### config.mk
export PLATFORM = sky130hd
export DESIGN_NAME = ptcc_stamp_ram
export DESIGN_NICKNAME = d
export VERILOG_FILES = /design/src/ptcc_pkg.sv /design/src/ptcc_stamp_ram.sv
export SDC_FILE = /design/constraint.sdc
export NUM_CORES = 2
export LEC_CHECK = 0
export BUFFER_PORTS_ARGS = -buffer_cell sky130_fd_sc_hd__buf_2
export CAP_MARGIN = 20
export CORE_UTILIZATION = 40
export CTS_BUF_LIST = sky130_fd_sc_hd__clkbuf_16
export CTS_CLUSTER_SIZE = 40
export DETAILED_ROUTE_END_ITERATION = 8
export HOLD_SLACK_MARGIN = 0.03
export PLACE_DENSITY = 0.69
export RECOVER_POWER = 50
export REMOVE_ABC_BUFFERS = 1
export SETUP_SLACK_MARGIN = 0.5
export SYNTH_ARGS = -nofsm -noshare
export SYNTH_HDL_FRONTEND = slang
export SYNTH_SLANG_ARGS = --single-unit
### constraint.sdc
create_clock -name clock -period 4.76 [get_ports clock]
set_input_delay 0.476 -clock clock [delete_from_list [all_inputs] [get_ports clock]]
set_output_delay 0.476 -clock clock [all_outputs]
set_load 0.02 [all_outputs]
### src/ptcc_pkg.sv
// ----------------------------------------------------------------------------
// ptcc_pkg
// Shared widths, register indexes, reset values, the result word type and the
// configuration type of the per-channel timestamp continuity check.
// ----------------------------------------------------------------------------
package ptcc_pkg;

   // field widths
   localparam int unsigned CHANNEL_W   = 6;
   localparam int unsigned TS_W        = 64;
   localparam int unsigned COUNT_W     = 32;
   localparam int unsigned STEP_W      = 32;
   localparam int unsigned CSR_DATA_W  = 32;
   localparam int unsigned CSR_INDEX_W = 2;

   // register indexes
   localparam logic [CSR_INDEX_W-1:0] CSR_EMULATE_MODE  = 2'd0;
   localparam logic [CSR_INDEX_W-1:0] CSR_EXPECTED_STEP = 2'd1;
   localparam logic [CSR_INDEX_W-1:0] CSR_ERROR_LIMIT   = 2'd2;

   // register reset values
   localparam logic [STEP_W-1:0]  STEP_RESET  = 32'd4096;
   localparam logic [COUNT_W-1:0] LIMIT_RESET = 32'd1000;

   // one result word
   typedef struct packed {
      logic [TS_W-1:0]    used_timestamp;
      logic               gap_found;
      logic [TS_W-1:0]    gap_start;
      logic [TS_W-1:0]    gap_end;
      logic               first_mismatch;
      logic               broken;
      logic [COUNT_W-1:0] error_count;
   } rsp_word_type;

   // active configuration seen by the check logic
   typedef struct packed {
      logic               emulate_mode;
      logic [STEP_W-1:0]  expected_step;
      logic [COUNT_W-1:0] error_limit;
   } cfg_type;

endpackage

### src/ptcc_stamp_ram.sv
// ----------------------------------------------------------------------------
// ptcc_stamp_ram
// Last-timestamp table: one synchronous read port with registered data, one
// write port, and a clearing sweep over every entry after reset.
// ----------------------------------------------------------------------------
module ptcc_stamp_ram
   import ptcc_pkg::*;
#(
   parameter int unsigned DEPTH = 64,
   parameter int unsigned AW    = 6
) (
   input  logic            clock,
   input  logic            reset,
   input  logic            rd_en,
   input  logic [AW-1:0]   rd_addr,
   output logic [TS_W-1:0] rd_data,
   input  logic            wr_en,
   input  logic [AW-1:0]   wr_addr,
   input  logic [TS_W-1:0] wr_data,
   output logic            busy
);

   logic [TS_W-1:0] mem [DEPTH];
   logic [TS_W-1:0] rd_data_ff;
   logic [AW-1:0]   clr_ptr_ff;
   logic [AW-1:0]   clr_ptr_in;
   logic            busy_ff;
   logic            busy_in;

   // clear sweep control
   always_comb begin
      clr_ptr_in = clr_ptr_ff;
      busy_in    = busy_ff;
      if (busy_ff) begin
         if (clr_ptr_ff == AW'(DEPTH - 1)) begin
            busy_in = 1'b0;
         end else begin
            clr_ptr_in = clr_ptr_ff + AW'(1);
         end
      end
   end

   always_ff @(posedge clock) begin
      if (reset) begin
         clr_ptr_ff <= '0;
         busy_ff    <= 1'b1;
      end else begin
         clr_ptr_ff <= clr_ptr_in;
         busy_ff    <= busy_in;
      end
   end

   // table write, zero during the sweep
   always_ff @(posedge clock) begin
      if (busy_ff) begin
         mem[clr_ptr_ff] <= '0;
      end else if (wr_en) begin
         mem[wr_addr] <= wr_data;
      end
   end

   // registered read
   always_ff @(posedge clock) begin
      if (rd_en) begin
         rd_data_ff <= mem[rd_addr];
      end
   end

   assign rd_data = rd_data_ff;
   assign busy    = busy_ff;

endmodule

After elaboration in Yosys (flattened, before gate mapping)
Memory sizes are Yosys's and may differ from the RTL's. A register that Yosys moved wholly into a read port is not among the register bits.
Cells that the tools add are included.
{"block": "totals", "reg_bits": 7, "latch_bits": 0, "mem_bits_rw": 4096, "romBits": 0, "inputBits": 80, "mem_count": 1}
{"name": "mem", "words": 64, "width": 64, "read_ports": 1, "rd_ports_with_merged_regs": 1, "write_ports": 1, "line": "ptcc_stamp_ram.sv:23", "source": "logic [TS_W-1:0] mem [DEPTH];"}
{"block": "op_classes", "add_sub_neg": 1, "multipliers": 0, "div": 0, "n_lt_le_gt_ge": 0, "eq_ne": 1, "n_shift": 0, "n_mux": 10, "n_bitwise": 1, "n_reduce_logical": 2}
{"cell": "$mux 64", "n": 1}
{"cell": "$reduce_or 64->1", "n": 1}
{"cell": "$mux 1", "n": 8}
{"cell": "$add 6x1->6 const B", "n": 1}
{"cell": "$eq 6x6->1 const B", "n": 1}
{"cell": "$mux 6", "n": 1}
{"cell": "$reduce_and 2->1", "n": 1}
{"cell": "$not 1->1", "n": 1}

Logic depth before layout (Yosys ltp)
{"block": "logic_depth", "depth_word": 5, "mapped_depth": 9}

Least setup slack after synthesis
OpenSTA, ideal clock, no wires.
{"block": "synth_timing", "path_kind": "input to register", "from": "input wr_en", "to": "memory mem[11][0], enable pin", "arrival_ns": 4.290, "path_slack_ns": -0.016, "cell_stages": 6, "n_path_buf": 2, "cell_sequence": "nor2b_1 clkbuf_1 clkbuf_1 mux2i_1 nand2_1 nor2_1"}
{"block": "synth_between", "elab_chain_len": 5, "elab_cells_between_ends": 6, "classes_between": "mux: 5; reduce/logical: 1"}
{"element": "start: declaration", "line": "ptcc_stamp_ram.sv:17", "source": "input logic wr_en,"}
{"element": "$mux 1 (*)", "line": "ptcc_stamp_ram.sv:57", "source": "end else if (wr_en) begin"}
{"element": "$mux 1 (*)", "line": "ptcc_stamp_ram.sv:55", "source": "if (busy_ff) begin"}
{"element": "$mux 1 (not written as such) (*)", "line": "ptcc_stamp_ram.sv:58", "source": "mem[wr_addr] <= wr_data;"}
{"element": "$reduce_or 64->1 (no source line)"}
{"element": "$mux 6 (no source line) or $mux 1 (tied branches)"}
{"element": "end: declaration", "line": "ptcc_stamp_ram.sv:23"}
Mark *: on every way between the ends. The rest lies on a longest branch, timed or not.

Worst setup path after layout
{"block": "layout_timing", "from": "register busy_ff (netlist: busy)", "to": "memory mem[3][32], enable pin"}
{"block": "layout_between", "elab_chain_len": 4, "elab_cells_between_ends": 7, "classes_between": "mux: 6; reduce/logical: 1"}
{"element": "start: declaration", "line": "ptcc_stamp_ram.sv:27", "source": "logic busy_ff;"}
{"element": "start signal: assignment", "line": "ptcc_stamp_ram.sv:49", "source": "busy_ff <= busy_in;"}
{"element": "$mux 1", "line": "ptcc_stamp_ram.sv:55"}
{"element": "$mux 1 (not written as such)", "line": "ptcc_stamp_ram.sv:58"}
{"element": "$reduce_or 64->1 (no source line)"}
{"element": "$mux 6 (no source line) or $mux 1 (tied branches)"}
Several ways; a longest one is shown, not always the timed one.

==> impl_metrics.json <==
{
  "synth_area_sq_um": 157000,
  "io_buffers": 144,
  "startpoint_type": "register",
  "place_congestion": 0.839,
  "dp_slack_ps": 890,
  "r2r-end": "mem[3][32]",
  "grt_usage": 0.212,
  "ys.flop_type": "edfxtp_1",
  "drtPass1Iterations": 5,
  "holdPathEnd": "mem[43][23]",
  "finalSetupViolCount": 0,
  "via_per_inst": 6.02,
  "h-tree-depth": 5,
  "die_h_microns": 629,
  "cts_tree": "built",
  "crit-reg2reg-launch": "busy",
  "drt_iter0_drc": 10718,
  "worst-path-max-fanout": 26,
  "drv_slew": 1509,
  "dieArea_sq_um": 396000,
  "grt_pass1_vias": 77358,
  "rows": 229,
  "fin_nets": 7233,
  "cp-end-kind": "register",
  "cp_data_arrival_time_ps": 4650,
  "hp-start": "wr_addr[1]",
  "required_ps": 5250,
  "finalHoldWorstSlack_ps": 144,
  "antenna_left": 0,
  "synth_top_area_share": 0.794,
  "die_w_microns": 629,
  "rsz0062_at_grt": "no",
  "antenna_found_initial": 28,
  "fmax_mhz": 241,
  "io_pins": 145,
  "skew_ps": 73.8,
  "drt-total-wl_mm": 426,
  "synth.distinct_cells": 44,
  "leakage_nw": 60.5,
  "ys_seq_area_frac": 0.795,
  "cts_made_buffers": 400,
  "clk_pin_slew_ps": 60,
  "grt_max_degree": 104,
  "syn_to_final_growth_pct": 14.3,
  "cts_setup_buffers": 0,
  "drc": 0,
  "grt.overflow.total": 0,
  "hold_violations": 0,
  "outcome": "finished with violations",
  "setup-tns-final_ps": 0,
  "r2r_cells": 6,
  "peakVddDrop_v": 0.000326,
  "synth-warning-count": 0,
  "period_share": 0.873,
  "synth-edff-count": 4160,
  "syn_inst": 6627,
  "drive_gt1_frac": 0.278,
  "synthArstFlopShare": 0,
  "start_util": 0.403,
  "cts_max_path_buffers": 4,
  "dp_hpwl_mm": 245,
  "p_per_area_nw_per_um2": 414,
  "hold_path.class": "input pin to register",
  "worstSetupPathType": "register to register",
  "synth_top_area_cell": "edfxtp_1",
  "clock_sinks": 4167,
  "layout_setup_ws_ps": 604,
  "core_sq_um": 390000,
  "r2r_slack_ps": 600,
  "worstSkewPairLatency_ps": 960,
  "via_count": 76356,
  "ys_top_cells_by_area": "edfxtp_1 79%, mux4_2 15%, a22oi_1 1.2%, mux2i_1 0.77%, o22ai_1 0.51%",
  "min_period_ps": 4160,
  "whs_path_depth": 3,
  "maxSlewHeadroom": -1.69,
  "grt_pass1_wl_mm": 597,
  "synth.avg_cell_area_sq_um": 23.7,
  "failed_checks": "max-capacitance violations, max-slew violations",
  "cts_hold_buf": 2,
  "drv_cap": 35,
  "cts-root-buf": "clkbuf_16",
  "tightest_slew_ps": 4030,
  "cts_resized": 0,
  "ys_ff_latch": 4167,
  "routedWlPerCell_microns": 33.6
}
==> cells by family (layout without fill, tap and decap cells) <==
| logic type | count (synthesis) | count (layout) | synth area share |
|---|---|---|---|
| flops | 4167 | 4167 | 0.795 |
| xor+xnor | 5 | 5 | 0.000278 |
| simple gates | 367 | 367 | 0.0120 |
| fa+ha+maj | 1 | 1 | 0.0000795 |
| compound gates | 565 | 565 | 0.0272 |
| other cells | 0 | 15 | 0 |
| buf+inv | 376 | 1217 | 0.0109 |
| mux | 1146 | 1146 | 0.154 |
==> layout make-up <==
| type | instances | area [sq um] |
|---|---|---|
| Fill cell | 31366 | 211000 |
| Sequential cell | 4167 | 125000 |
| Multi-Input combinational cell | 2084 | 31000 |
| Clock buffer | 406 | 10200 |
| Tap cell | 5197 | 6500 |
| Timing Repair Buffer | 497 | 4290 |
| Clock inverter | 312 | 2670 |
| Antenna cell | 15 | 37.5 |
| Inverter | 2 | 7.51 |
==> state kept, by name, summed over array words and instances, names as in the netlist <==
name,flops
clr_ptr_ff,6
mem,4096
rd_data,64
busy,1
==> cells in the mapped netlist (all sizes together), types with 3 or more instances <==
cell and instances:
edfxtp 4160, mux4 1024, a22oi 256, buf 202, clkbuf 172, o22ai 127
mux2i 121, nand3 114, nor2 111, and2 67, o211a 64, a211oi 63
o221ai 38, nand2 22, nand3b 20, nand2b 11, dfxtp 7, nor2b 6
o21ai 5, xor2 4, nand4bb 3, o211ai 3, or3b 3
==> report_power, final <==
part	internal, mW	leakage [nW]	switching, mW
logic	1.17	11.8	1.81
clock network	17.8	6.54	13.5
registers	40.1	42.2	0.140
total	59.0	60.5	15.5
==> cell usage in the layout, fill, tap and decap left out, types with 63 or more instances in the layout <==
cell type,n
a211oi_1,63
buf_12,84
edfxtp_1,4160
clkinv_2,69
o22ai_1,127
buf_4,194
clkbuf_1,95
o211a_1,64
mux4_2,1024
nand3_1,114
buf_2,76
inv_1,71
mux2i_1,121
clkbuf_16,406
clkinv_1,91
a22oi_1,256
==> critical path: stages, from the launching register on <==
cell and delay [ps]:
dfxtp_1 460, or4b_2 720, o31ai_1 130, nand2_1 150, clkbuf_1 430, nor2_4 210
clkbuf_1 1570
==> metrics by stage <==
step / total power [mW] / area [sq um] / util / std cells
3_3_place_gp: 44.0 / 167000 / 0.428 / 11919
6_report: 74.5 / 180000 / 0.460 / 12680
2_1_floorplan: 42.3 / 156000 / - / 6253
3_5_place_dp: 44.0 / 167000 / 0.428 / 11928
5_1_grt: 76.2 / 180000 / 0.460 / 12672
4_1_cts: 74.8 / 180000 / 0.461 / 12648
==> layer usage <==
layer  GRT usage  wire length (microns)
met4      0.0856                  19000
met1       0.278                 154000
met2       0.349                 208000
met5           0                    292
met3      0.0437                  44700
==> worst max-delay path by stage <==
stage | start | to | slack, ps | cells after the start
after detailed placement | wr_en | mem[9][15] | 890 | 6
after CTS | busy | mem[50][0] | 1120 | 6
after floorplan | busy | mem[33][0] | -1560 | 4
final | busy | mem[3][32] | 600 | 6
after global placement | wr_en | mem[18][46] | 810 | 6
after global routing | busy | mem[49][31] | 490 | 4
No activity file was read; power rests on OpenSTA's default activity.
