File: src/ptcc_pkg.sv
// ----------------------------------------------------------------------------
// ptcc_pkg
// Shared widths, register indexes, reset values, the result word type and the
// configuration type of the per-channel timestamp continuity check.
// ----------------------------------------------------------------------------
package ptcc_pkg;

   // field widths
   localparam int unsigned CHANNEL_W   = 6;
   localparam int unsigned TS_W        = 64;
   localparam int unsigned COUNT_W     = 32;
   localparam int unsigned STEP_W      = 32;
   localparam int unsigned CSR_DATA_W  = 32;
   localparam int unsigned CSR_INDEX_W = 2;

   // register indexes
   localparam logic [CSR_INDEX_W-1:0] CSR_EMULATE_MODE  = 2'd0;
   localparam logic [CSR_INDEX_W-1:0] CSR_EXPECTED_STEP = 2'd1;
   localparam logic [CSR_INDEX_W-1:0] CSR_ERROR_LIMIT   = 2'd2;

   // register reset values
   localparam logic [STEP_W-1:0]  STEP_RESET  = 32'd4096;
   localparam logic [COUNT_W-1:0] LIMIT_RESET = 32'd1000;

   // one result word
   typedef struct packed {
      logic [TS_W-1:0]    used_timestamp;
      logic               gap_found;
      logic [TS_W-1:0]    gap_start;
      logic [TS_W-1:0]    gap_end;
      logic               first_mismatch;
      logic               broken;
      logic [COUNT_W-1:0] error_count;
   } rsp_word_type;

   // active configuration seen by the check logic
   typedef struct packed {
      logic               emulate_mode;
      logic [STEP_W-1:0]  expected_step;
      logic [COUNT_W-1:0] error_limit;
   } cfg_type;

endpackage

File: src/ptcc_check.sv
// ----------------------------------------------------------------------------
// ptcc_check
// Continuity test of one word against its channel's previous timestamp, with
// the saturating error counter, the first-mismatch flag and the broken flag.
// ----------------------------------------------------------------------------
module ptcc_check
   import ptcc_pkg::*;
(
   input  logic            clock,
   input  logic            reset,
   input  logic            commit,
   input  cfg_type         cfg,
   input  logic [TS_W-1:0] timestamp,
   input  logic [TS_W-1:0] prev_stamp,
   output rsp_word_type    result
);

   logic [COUNT_W-1:0] count_ff;
   logic [COUNT_W-1:0] count_in;
   logic               mismatch_ff;
   logic               mismatch_in;
   logic               broken_ff;
   logic               broken_in;

   logic [TS_W-1:0] step_ext;
   logic            seen;
   logic [TS_W-1:0] next_expected;
   logic [TS_W-1:0] fresh_emulated;
   logic [TS_W-1:0] used;
   logic            gap;

   // datapath: expected stamp and gap test
   always_comb begin
      step_ext       = TS_W'(cfg.expected_step);
      seen           = (prev_stamp != '0);
      next_expected  = prev_stamp + step_ext;
      fresh_emulated = timestamp + step_ext;
      if (cfg.emulate_mode) begin
         used = seen ? next_expected : fresh_emulated;
      end else begin
         used = timestamp;
      end
      gap = !cfg.emulate_mode && seen && ((timestamp - prev_stamp) != step_ext);
   end

   // statistics next state
   always_comb begin
      count_in    = count_ff;
      mismatch_in = mismatch_ff || gap;
      if (gap && (count_ff != '1)) begin
         count_in = count_ff + COUNT_W'(1);
      end
      broken_in = broken_ff || (count_in > cfg.error_limit);
   end

   always_ff @(posedge clock) begin
      if (reset) begin
         count_ff    <= '0;
         mismatch_ff <= 1'b0;
         broken_ff   <= 1'b0;
      end else if (commit) begin
         count_ff    <= count_in;
         mismatch_ff <= mismatch_in;
         broken_ff   <= broken_in;
      end
   end

   // result word
   always_comb begin
      result.used_timestamp = used;
      result.gap_found      = gap;
      result.gap_start      = gap ? next_expected : '0;
      result.gap_end        = gap ? timestamp : '0;
      result.first_mismatch = gap && !mismatch_ff;
      result.broken         = broken_in;
      result.error_count    = count_in;
   end

   // broken flag is sticky
   a_broken_sticky: assert property (@(posedge clock) disable iff (reset)
      broken_ff |=> broken_ff)
      else $error("broken flag cleared without reset");

   // error counter never goes back
   a_count_monotonic: assert property (@(posedge clock) disable iff (reset)
      !$past(reset) |-> (count_ff >= $past(count_ff)))
      else $error("error counter decreased");

   // a recorded mismatch means a counted error
   a_mismatch_counted: assert property (@(posedge clock) disable iff (reset)
      mismatch_ff |-> (count_ff != '0))
      else $error("mismatch seen with zero error count");

endmodule

File: config.mk
export PLATFORM = sky130hd
export DESIGN_NAME = ptcc_check
export DESIGN_NICKNAME = d
export VERILOG_FILES = /design/src/ptcc_pkg.sv /design/src/ptcc_check.sv
export SDC_FILE = /design/constraint.sdc
export NUM_CORES = 1
export LEC_CHECK = 0
export BUFFER_PORTS_ARGS = -buffer_cell sky130_fd_sc_hd__clkbuf_2
export CAP_MARGIN = 30
export CORE_UTILIZATION = 40
export CTS_BUF_LIST = sky130_fd_sc_hd__clkbuf_4
export DETAILED_ROUTE_END_ITERATION = 10
export PLACE_DENSITY = 0.63
export SLEW_MARGIN = 20
export SYNTH_ARGS = -nofsm -noshare
export SYNTH_HDL_FRONTEND = slang
export SYNTH_SLANG_ARGS = --single-unit
File: constraint.sdc
create_clock -name clock -period 9.11 [get_ports clock]
set_input_delay 0 -clock clock [delete_from_list [all_inputs] [get_ports clock]]
set_output_delay 0 -clock clock [all_outputs]
set_load 0.02 [all_outputs]
Word-level counts from Yosys, hierarchy flattened --
Index checks and enable logic that the tools add are counted.
Operators by class: magnitude comparators 1, reductions and logical operators 9, equal/unequal tests 2, mux-type cells 5, $add $sub $neg 4
Operators by type and width (count):
- 64-bit two-way mux | 4
- 64-bit by 32-bit adder with 64-bit output | 2
- 64-bit by 32-bit inequality test with 1-bit output | 1
- 64-bit nonzero test | 1
- 64-bit subtractor | 1
- 32-bit by 1-bit adder with 32-bit output (second input constant) | 1
- 32-bit greater-than comparator | 1
- 32-bit two-way mux | 1
- 32-bit inequality test (second input constant) | 1
- 1-bit logical AND | 4
- 1-bit zero test | 2
- 1-bit logical OR | 2
Word-level totals: logic and storage cells 24, bits in registers 34

Longest topological paths before layout --
Gate-level depths: netlist (run 1).
word-level depth 7, depth in mapped cells 33, depth with buffers taken out 28

Worst setup path after synthesis (run 1) --
No wires, ideal clock.
path type input to register, from input timestamp[0], to register broken_ff, cell stages on the path 29, arrival time 5863 ps, setup time 132 ps, path slack 3115 ps, cell sequence inv_1 -> ha_1 -> fa_1 -> nand2b_1 -> a2111oi_2 -> nor4_2 -> or3_1 -> a21o_1 -> a21o_1 -> xnor2_1 -> a211o_1 -> or4_1 -> nor4_4 -> buf_2 -> nor2_1 -> mux2_1 -> ha_1 -> nor2b_1 -> o21a_1 -> o21a_1 -> o21a_1 -> o21ai_0 -> nand2b_1 -> a21oi_1 -> nor2b_1 -> o21ai_0 -> a21boi_0 -> o311ai_0 -> a21oi_1
RTL lines:
- start, declared | line ptcc_check.sv:13 | input logic [TS_W-1:0] timestamp,
- end signal, assigned | line ptcc_check.sv:64 | broken_ff <= broken_in;
- end, declared | line ptcc_check.sv:22 | logic broken_ff;

==> results of run 1 <==
==> kinds of logic (layout without fill, tap and decap cells) <==
logic type	after synthesis	count (layout)	share of synthesized area
buffers and inverters	271	601	0.0720
flip-flops	34	34	0.0445
XOR/XNOR	170	170	0.0973
other	0	1	0
AND/OR/NAND/NOR	995	995	0.324
AO/OA/AOI/OAI	736	736	0.309
multiplexers	27	27	0.0186
adder cells (fa/ha/maj)	163	163	0.135
==> cell usage in the layout, fill, tap and decap left out, types with 11 or more instances in the layout <==
master | netlist | final
nand4_1 | 67 | 67
and4_1 | 13 | 13
a211oi_1 | 22 | 22
o31ai_1 | 16 | 16
and3_1 | 35 | 35
clkbuf_2 | 0 | 421
dfxtp_1 | 34 | 34
a21oi_1 | 235 | 235
o21ai_1 | 21 | 21
buf_4 | 3 | 15
ha_1 | 160 | 160
nand2b_1 | 16 | 16
o221ai_1 | 12 | 12
or4_1 | 15 | 15
a21o_1 | 70 | 70
nand3_1 | 64 | 64
nor3_1 | 69 | 69
xor2_1 | 63 | 63
o21ai_0 | 127 | 127
nand2_1 | 225 | 225
xnor2_1 | 107 | 107
nor2b_1 | 30 | 30
a31oi_1 | 20 | 20
or3_1 | 36 | 36
o21bai_1 | 21 | 21
nor2_1 | 262 | 262
and2_1 | 82 | 82
a211o_1 | 11 | 11
mux2i_1 | 16 | 16
inv_1 | 151 | 151
nor4_1 | 44 | 43
o211ai_1 | 33 | 33
o21a_1 | 32 | 32
==> state kept, by name, indices dropped and copies added (netlist names) <==
name	cells
mismatch_ff	1
count_ff	32
broken_ff	1
==> synthesized netlist by cell type (all sizes together), types with 32 or more instances <==
cell type	count	area (sq um)
nand3	64	320
o21a	32	240
xor2	63	552
and2	82	513
a21o	70	526
clkbuf	74	278
xnor2	107	937
a21oi	235	1180
or3	36	225
and3	35	219
nor3	70	355
buf	44	250
dfxtp	34	681
nor2	262	983
nand2	225	845
o21ai	149	749
nand4	67	419
nor4	47	322
ha	160	2000
o211ai	33	248
inv	153	574
==> cell type report <==
class	instances	share of cell area
multi-input combinational	2091	0.762
sequential	34	0.0384
clock inverter	2	0.000564
inverter	153	0.0324
tap	511	0.0360
clock buffer	5	0.00212
antenna	1	0.000141
timing repair buffer	441	0.128
==> stage by stage <==
| step | cell area, sq um | setup WS, ns | hold WS [ns] |
|---|---|---|---|
| 5_1_grt | 17700 | 1.70 | 0.224 |
| 6_report | 17700 | 2.32 | 0.167 |
| 3_3_place_gp | 17700 | 2.47 | 0.363 |
| 4_1_cts | 17700 | 2.36 | 0.146 |
| 2_1_floorplan | 15300 | 3.12 | 0.134 |
| 3_5_place_dp | 17700 | 2.27 | 0.369 |
==> worst register-to-register path, stage by stage (launching register included) <==
cell and delay, ns:
dfxtp_1 0.40, ha_1 0.26, nand4_1 0.14, nor4_1 0.07, and4b_1 0.27, nand2b_1 0.20, nor3_1 0.65, nand2_1 0.30
nor2_1 0.36, and4_1 0.29, and3_1 0.21, nand3_1 0.14, nor3_1 0.22, xor2_1 0.13, ha_1 0.31, nand4_1 0.16
nor4_1 0.41, a21boi_0 0.27, o311ai_0 0.14, a21oi_1 0.18
==> how the worst min path moves through the flow <==
stage	endpoint	slack, ns	depth (start not counted)
detailed placement	result[42]	0.37	4
floorplan	result[81]	0.13	2
CTS	count_ff[24]	0.15	3
global route	count_ff[24]	0.22	3
finish	count_ff[24]	0.17	3
global placement	result[42]	0.36	4
==> layer usage <==
layer	global-route usage	vias to the layer above	share of wire
met4	0.186	2	0.055
met5	0	-	0.00015
met2	0.602	941	0.46
met3	0.0531	177	0.075
met1	0.444	9446	0.41
li1	-	9451	-
==> where the power goes <==
group	switching (mW)	internal (mW)	leakage (nW)
Combinational	0.774	0.402	8.00
Sequential	0.00111	0.150	0.274
Clock	0.0574	0.0278	0.0308
Total	0.832	0.579	8.30
==> flow_metrics.py, run 1 <==
metrics = {
    "critical_path": {
        "cp-startpoint": "timestamp[0]",
        "cp.depth": 31,
        "cp.buffers_inverters": 4,
        "slowest_delay_ns": 0.66,
        "critPathMaxFanout": 88,
        "crit_end": "result[32]",
        "path_delay_family": "simple AND/OR/NAND/NOR gates",
        "rr_worst_depth": 19,
        "critPathKind": "input port to output pin",
        "r2r_end": "broken_ff",
        "r2r_slack_ns": 3.92,
        "r2r_start": "count_ff[0]",
        "cp.arrival_ns": 6.79,
        "slowest_stage": "buf_4",
        "cp-start-kind": "input port",
        "endpoint_kind": "output pin",
        "critical_path_required_ns": 9.11,
    },
    "yosys": {
        "syn_area_per_cell_sq_um": 6.39,
        "synth_edf_count": 0,
        "synth_fp_nets": 2755,
        "synth_ff_type": "dfxtp_1",
        "synth.distinct_cells": 81,
        "synth_cells": 2396,
        "ys_warn_count": 0,
        "ys_ff_latch": 34,
        "synth_area_sq_um": 15300,
        "ys_async_sr_fraction": 0,
        "synth-seq-area-share": 0.0445,
    },
    "global_route": {
        "grt_pass1_wl_um": 109000,
        "antenna_found_initial": 2,
        "track_usage": 0.359,
        "grt_max_degree": 89,
        "grt_pass1_vias": 18500,
        "grt_overflow": 0,
    },
    "power_and_ir_drop": {
        "powerDensity_nw_per_um2": 79.5,
        "fin_total_pwr_mw": 1.41,
        "ir_drop_v": 0.0000477,
        "p_leak_nw": 8.30,
    },
    "sta": {
        "setup_viol": 0,
        "rsz0062_at_grt": "no",
        "fin_skew_ns": 0.0149,
        "period_needed_ns": 6.79,
        "slew_violations": 0,
        "hold_viol": 0,
        "slew_headroom": 0.286,
        "fmax_ghz": 0.147,
        "tns_ns": 0,
        "post-route-period-util": 0.745,
        "tightest_slew_ns": 1.04,
    },
    "cts": {
        "cts_setup_buffers": 0,
        "cts_buffers": 5,
        "clkSlewWorstSetupHoldPaths_ns": 0.12,
        "cts_max_path_buffers": 2,
        "clockRootBuffer": "clkbuf_4",
        "clock_latency_ns": 0.36,
        "clock-sinks": 34,
        "ctsHoldBuffers": 0,
        "cts-resized-gates": 0,
        "htreeDepth": 2,
        "cts_tree": "done",
    },
    "finish": {
        "multi_input_area_sq_um": 13500,
        "areaGrowthSynthToFinish_pct": 16.0,
        "drive_gt1_frac": 0.176,
        "ff_latch_area_sq_um": 681,
        "nets": 3085,
        "post-route-util": 0.471,
        "nFillCells": 4117,
        "instances_no_fill": 3238,
    },
    "routing": {
        "drc": 0,
        "vias_per_cell": 6.18,
        "vias": 20000,
        "wirelength_um": 73400,
        "post_drt_wl_per_cell_um": 22.7,
        "drt.antenna.violating_nets": 0,
        "drt_iter0_markers": 1643,
        "dr.pass1.iters": 6,
    },
    "placed_design": {
        "gp_congestion": 1.03,
        "io_buffers": 422,
        "dp.cells": 3230,
        "hpwl_um": 61300,
    },
    "die": {
        "rows": 71,
        "dieHeight_um": 198,
        "io_pins": 423,
        "dieArea_sq_um": 39000,
        "initial_core_util": 0.406,
        "core_sq_um": 37700,
        "die_w_um": 198,
    },
    "hold_path": {
        "hp-start": "commit",
        "hp-class": "input port to register",
    },
    "job": {
        "max_cap_violations": 0,
    },
    "status": {
        "status": "complete, no violations",
    },
}
Note: power is estimated with default switching activity, not from simulation.
==> run 2, diff against run 1 <==
--- a/config.mk
+++ b/config.mk
@@ -10,7 +10,7 @@
 export CORE_UTILIZATION = 40
 export CTS_BUF_LIST = sky130_fd_sc_hd__clkbuf_4
 export DETAILED_ROUTE_END_ITERATION = 10
-export PLACE_DENSITY = 0.63
+export PLACE_DENSITY = 0.65
 export SLEW_MARGIN = 20
 export SYNTH_ARGS = -nofsm -noshare
 export SYNTH_HDL_FRONTEND = slang
==> constraint.sdc (replaced) <==
create_clock -name clock -period 5.8 [get_ports clock]
set_input_delay 0 -clock clock [delete_from_list [all_inputs] [get_ports clock]]
set_output_delay 0 -clock clock [all_outputs]
set_load 0.02 [all_outputs]
==> run 2 against run 1 <==
  * Critical path depth unchanged
  * Clock skew about the same
  * Critical endpoint unchanged
  * Setup slack worse by 2.3 ns
  * Design area up 17%
  * Critical path type unchanged
  * Die area unchanged
  * Via count up 7.0%
  * Non-clock buffer count up 344
==> flow_metrics.py, run 2 (same netlist as run 1, synthesis figures left out) <==
metrics = {
    "hold_path": {
        "hp-class": "input port to register",
    },
    "sta": {
        "slew_headroom": 0.378,
        "slew_violations": 0,
        "hold_ws_ns": 0.206,
        "tns_ns": 0,
        "fmax_ghz": 0.172,
        "post-route-period-util": 1.00,
        "period_needed_ns": 5.80,
        "fin_skew_ns": 0.0144,
        "tightest_slew_ns": 0.933,
        "hold_viol": 0,
        "rsz0062_at_grt": "yes",
        "setup_viol": 0,
    },
    "critical_path": {
        "r2r_slack_ns": 0.98,
        "critPathMaxFanout": 4,
        "cp.buffers_inverters": 4,
        "cp-startpoint": "prev_stamp[0]",
        "critPathKind": "input port to output pin",
        "crit_end": "result[32]",
        "cp.arrival_ns": 5.80,
        "cp.depth": 31,
        "slowest_delay_ns": 0.53,
        "cp-start-kind": "input port",
        "path_delay_family": "compound AO/OA/AOI/OAI gates",
        "rr_worst_depth": 19,
        "r2r_end": "broken_ff",
        "endpoint_kind": "output pin",
        "slowest_stage": "or4_4",
        "critPathMostFrequentCell": "o21a_1",
        "r2r_start": "count_ff[0]",
        "critical_path_required_ns": 5.80,
    },
    "global_route": {
        "grt_pass1_vias": 19900,
        "grt_max_degree": 67,
        "grt_pass1_wl_um": 116000,
        "track_usage": 0.384,
        "grt_overflow": 0,
        "antenna_found_initial": 0,
    },
    "power_and_ir_drop": {
        "ir_drop_v": 0.0000710,
        "powerDensity_nw_per_um2": 122,
        "p_leak_nw": 10.1,
        "fin_total_pwr_mw": 2.54,
    },
    "die": {
        "core_sq_um": 37700,
        "io_pins": 423,
        "dieHeight_um": 198,
        "rows": 71,
        "die_w_um": 198,
        "initial_core_util": 0.406,
        "dieArea_sq_um": 39000,
    },
    "cts": {
        "htreeDepth": 2,
        "clock_latency_ns": 0.36,
        "cts_buffers": 5,
        "clock-sinks": 34,
        "clockRootBuffer": "clkbuf_4",
        "clkSlewWorstSetupHoldPaths_ns": 0.11,
        "cts_max_path_buffers": 2,
        "ctsHoldBuffers": 0,
        "cts_tree": "done",
    },
    "finish": {
        "nets": 3429,
        "areaGrowthSynthToFinish_pct": 35.5,
        "largestRegisters": "count_ff x32, broken_ff x1, mismatch_ff x1",
        "mostFrequentLayoutCells": "clkbuf_2, buf_4, nor2_1",
        "drive_gt1_frac": 0.287,
        "antenna_cells": 0,
        "final_common_cell": "clkbuf_2",
        "post-route-util": 0.550,
        "instances_no_fill": 3582,
        "largest_reg_flops": 32,
        "top_register": "count_ff",
    },
    "placed_design": {
        "dp.cells": 3567,
        "hpwl_um": 66800,
        "io_buffers": 422,
        "gp_congestion": 1.04,
    },
    "job": {
        "max_cap_violations": 0,
    },
    "routing": {
        "dr.pass1.iters": 6,
        "drt_iter0_markers": 1885,
        "vias": 21400,
        "vias_per_cell": 5.98,
        "wirelength_um": 78700,
        "drt.antenna.violating_nets": 0,
        "drc": 0,
        "post_drt_wl_per_cell_um": 22.0,
    },
    "status": {
        "status": "complete, no violations",
    },
}
==> run 2: cell types whose count changed in the layout (fill, tap and decap cells not counted), sizes merged <==
| cell | change |
|---|---|
| buf | +346 |
| clkbuf | -1 |
| diode | -1 |
==> run 2: cell type report <==
class,count,area [sq um]
clock inverters,2,8.76
flip-flops and latches,34,681
repair buffers,785,4890
well taps,511,639
fillers,3920,16900
clock buffers,6,45.0
multi-input cells,2091,13900
inverters,153,574
==> run 2: power breakdown <==
group          leakage [nW]  total (mW)  switching (mW)  internal, mW
Sequential            0.274       0.237         0.00179         0.235
Clock                0.0331       0.143          0.0926        0.0503
Combinational          9.75        2.16            1.31         0.846
Total                  10.1        2.54            1.41          1.13
==> run 2: worst min-delay path: cells and delay by family <==
| kind | cells | cell delay (ns) |
|---|---|---|
| AO/OA/AOI/OAI | 1 | 0.07 |
| buffers and inverters | 1 | 0.28 |
| AND/OR/NAND/NOR | 1 | 0.16 |
==> run 2: stage by stage <==
| step | instance area [sq um] | setup WS, ns |
|---|---|---|
| floorplan | 15300 | 0.00768 |
| global placement | 20300 | -0.331 |
| detailed placement | 20300 | -0.422 |
| CTS | 20500 | 0.0134 |
| global route | 20700 | -0.226 |
| finish | 20700 | 0.000132 |
==> run 2: worst min path at each step <==
stage	endpoint	cells after the start	startpoint	slack (ns)
final	count_ff[24]	3	commit	0.21
after global routing	count_ff[24]	3	commit	0.23
after CTS	count_ff[24]	3	commit	0.17
after detailed placement	result[42]	4	timestamp[8]	0.37
after global placement	result[42]	4	timestamp[8]	0.36
after floorplan	result[81]	2	timestamp[47]	0.13
==> run 2: repair_timing <==
item / 4_1_cts / 5_1_grt
buffers inserted: 2 / 5
resized for setup: 30 / 55
pin swaps: 9 / 29
setup endpoints to repair: 2 / 2
==> run 2: metal layers <==
metal | global-route usage | share of wire | wire [um] | up-vias
li1 | - | - | - | 10100
met1 | 0.469 | 0.40 | 31700 | 10000
met2 | 0.664 | 0.47 | 36700 | 1073
met3 | 0.0499 | 0.078 | 6100 | 187
met4 | 0.178 | 0.052 | 4100 | 0
met5 | 0 | 0 | 0 | -
==> run 3, diff against run 2 <==
--- a/config.mk
+++ b/config.mk
@@ -5,12 +5,12 @@
 export SDC_FILE = /design/constraint.sdc
 export NUM_CORES = 1
 export LEC_CHECK = 0
-export BUFFER_PORTS_ARGS = -buffer_cell sky130_fd_sc_hd__clkbuf_2
 export CAP_MARGIN = 30
 export CORE_UTILIZATION = 40
 export CTS_BUF_LIST = sky130_fd_sc_hd__clkbuf_4
 export DETAILED_ROUTE_END_ITERATION = 10
-export PLACE_DENSITY = 0.65
+export DONT_BUFFER_PORTS = 1
+export PLACE_DENSITY = 0.55
 export SLEW_MARGIN = 20
 export SYNTH_ARGS = -nofsm -noshare
 export SYNTH_HDL_FRONTEND = slang
==> run 3 against run 2 <==
  * Cell count down 15%
  * Design area down 16%
  * Core utilization fell by 8.6 points
  * Highest routed layer is now met5
  * Sequential power barely moved
  * Count of clock-buffer cells in the layout is the same
  * Critical path depth down 2
  * Critical endpoint unchanged
==> flow_metrics.py, run 3 (same netlist as run 1, synthesis figures left out) <==
metrics = {
    "status": {
        "status": "complete, no violations",
    },
    "finish": {
        "mostFrequentLayoutCells": "nor2_1, a21oi_1, nand2_1",
        "largestRegisters": "count_ff x32, broken_ff x1, mismatch_ff x1",
        "ff_latch_area_sq_um": 681,
        "largest_reg_flops": 32,
        "multi_input_area_sq_um": 13800,
        "design_area_sq_um": 17500,
        "post-route-util": 0.464,
        "drive_gt1_frac": 0.118,
        "top_register": "count_ff",
        "areaGrowthSynthToFinish_pct": 14.3,
        "nFillCells": 4078,
        "final_common_cell": "nor2_1",
        "nets": 2873,
    },
    "sta": {
        "rsz0062_at_grt": "yes",
        "fin_skew_ns": 0.0128,
        "slew_headroom": 0.242,
        "post-route-period-util": 0.977,
        "fmax_ghz": 0.176,
        "setup_viol": 0,
        "slew_violations": 0,
        "hold_viol": 0,
        "tightest_slew_ns": 1.15,
        "setup_ws_ns": 0.134,
        "period_needed_ns": 5.67,
    },
    "die": {
        "initial_core_util": 0.406,
        "core_sq_um": 37700,
        "dieHeight_um": 198,
        "rows": 71,
        "dieArea_sq_um": 39000,
        "io_pins": 423,
        "die_w_um": 198,
    },
    "critical_path": {
        "critPathMostFrequentCell": "o21a_1",
        "slowest_delay_ns": 0.52,
        "cp-start-kind": "input port",
        "slowest_stage": "or4_4",
        "critPathKind": "input port to output pin",
        "critPathMaxFanout": 4,
        "endpoint_kind": "output pin",
        "critical_path_required_ns": 5.80,
        "cp.arrival_ns": 5.67,
    },
    "routing": {
        "drt_iter0_markers": 1607,
        "drt.antenna.violating_nets": 0,
        "dr.pass1.iters": 5,
        "wirelength_um": 77400,
        "drc": 0,
        "vias_per_cell": 6.35,
        "post_drt_wl_per_cell_um": 25.5,
        "vias": 19200,
    },
    "placed_design": {
        "dpl_cell_area_sq_um": 17100,
        "gp_congestion": 1.02,
        "place_ws_ns": -0.319,
        "io_buffers": 0,
        "hpwl_um": 64800,
    },
    "global_route": {
        "grt_pass1_vias": 18300,
        "track_usage": 0.383,
        "grt_max_degree": 81,
        "grt_pass1_wl_um": 113000,
        "antenna_found_initial": 4,
        "grt_overflow": 0,
    },
    "cts": {
        "htreeDepth": 2,
        "cts_tree": "done",
        "cts_max_path_buffers": 2,
        "clockRootBuffer": "clkbuf_4",
        "clkSlewWorstSetupHoldPaths_ns": 0.10,
        "clock_latency_ns": 0.35,
        "cts_buffers": 5,
        "clock-sinks": 34,
    },
    "power_and_ir_drop": {
        "powerDensity_nw_per_um2": 123,
        "p_leak_nw": 7.59,
        "ir_drop_v": 0.0000690,
    },
    "job": {
        "max_cap_violations": 0,
    },
    "hold_path": {
        "hp-class": "input port to register",
    },
}
-- run 3: critical path, delay by kind of cell --
family / cells / cell delay [ns]
mux: 1 / 0.32
buf+inv: 2 / 0.25
fa+ha+maj: 3 / 0.78
compound gates: 12 / 2.30
simple gates: 10 / 1.87
xor+xnor: 1 / 0.14
-- run 3: worst paths after layout --
check | startpoint | end | slack (ns) | cells past startpoint
hold reg to reg | broken_ff | broken_ff | 0.47 | 2
setup / recovery | timestamp[0] | result[32] | 0.13 | 29
setup reg to reg | count_ff[0] | broken_ff | 0.81 | 19
hold / removal | cfg[64] | count_ff[1] | 0.13 | 4
-- run 3: repair_timing --
item | in CTS | in global routing
resized for setup | 13 | 35
setup buffers | 0 | 6
endpoints found under the hold margin | 34 | 0
pin swaps | 5 | 21
hold buffers | 4 | 0
endpoints found under the setup margin | 1 | 2
-- run 3: report_power, final --
part / leakage (nW) / internal [mW] / switching (mW)
registers: 0.274 / 0.235 / 0.00189
logic: 7.29 / 0.644 / 1.13
clock network: 0.0331 / 0.0503 / 0.0886
total: 7.59 / 0.929 / 1.22
-- run 3: area by class of cell --
cell class / instances / share of cell area
multi-input cells: 2091 / 0.787
repair buffers: 229 / 0.101
flip-flops and latches: 34 / 0.0389
well taps: 511 / 0.0365
inverters: 153 / 0.0330
clock buffers: 6 / 0.00257
diodes: 4 / 0.000572
clock inverters: 2 / 0.000501
-- run 3: through the flow --
stage	setup TNS [ns]	hold slack, ns	total power, mW	std cells
global route	-0.265	0.134	2.30	3027
floorplan	0	0.134	1.43	2396
detailed placement	-0.509	0.0781	1.94	3006
finish	0	0.131	2.15	3030
CTS	0	0.0603	2.10	3018
global placement	-0.260	0.0767	1.93	3004
-- run 3: routing by layer --
metal  up-vias  GRT usage  share of wire
met5         -          0        0.00022
met4         2      0.225          0.064
met3       185     0.0850          0.088
met2       977      0.634           0.45
met1      9070      0.452           0.39
li1       9003          -              -
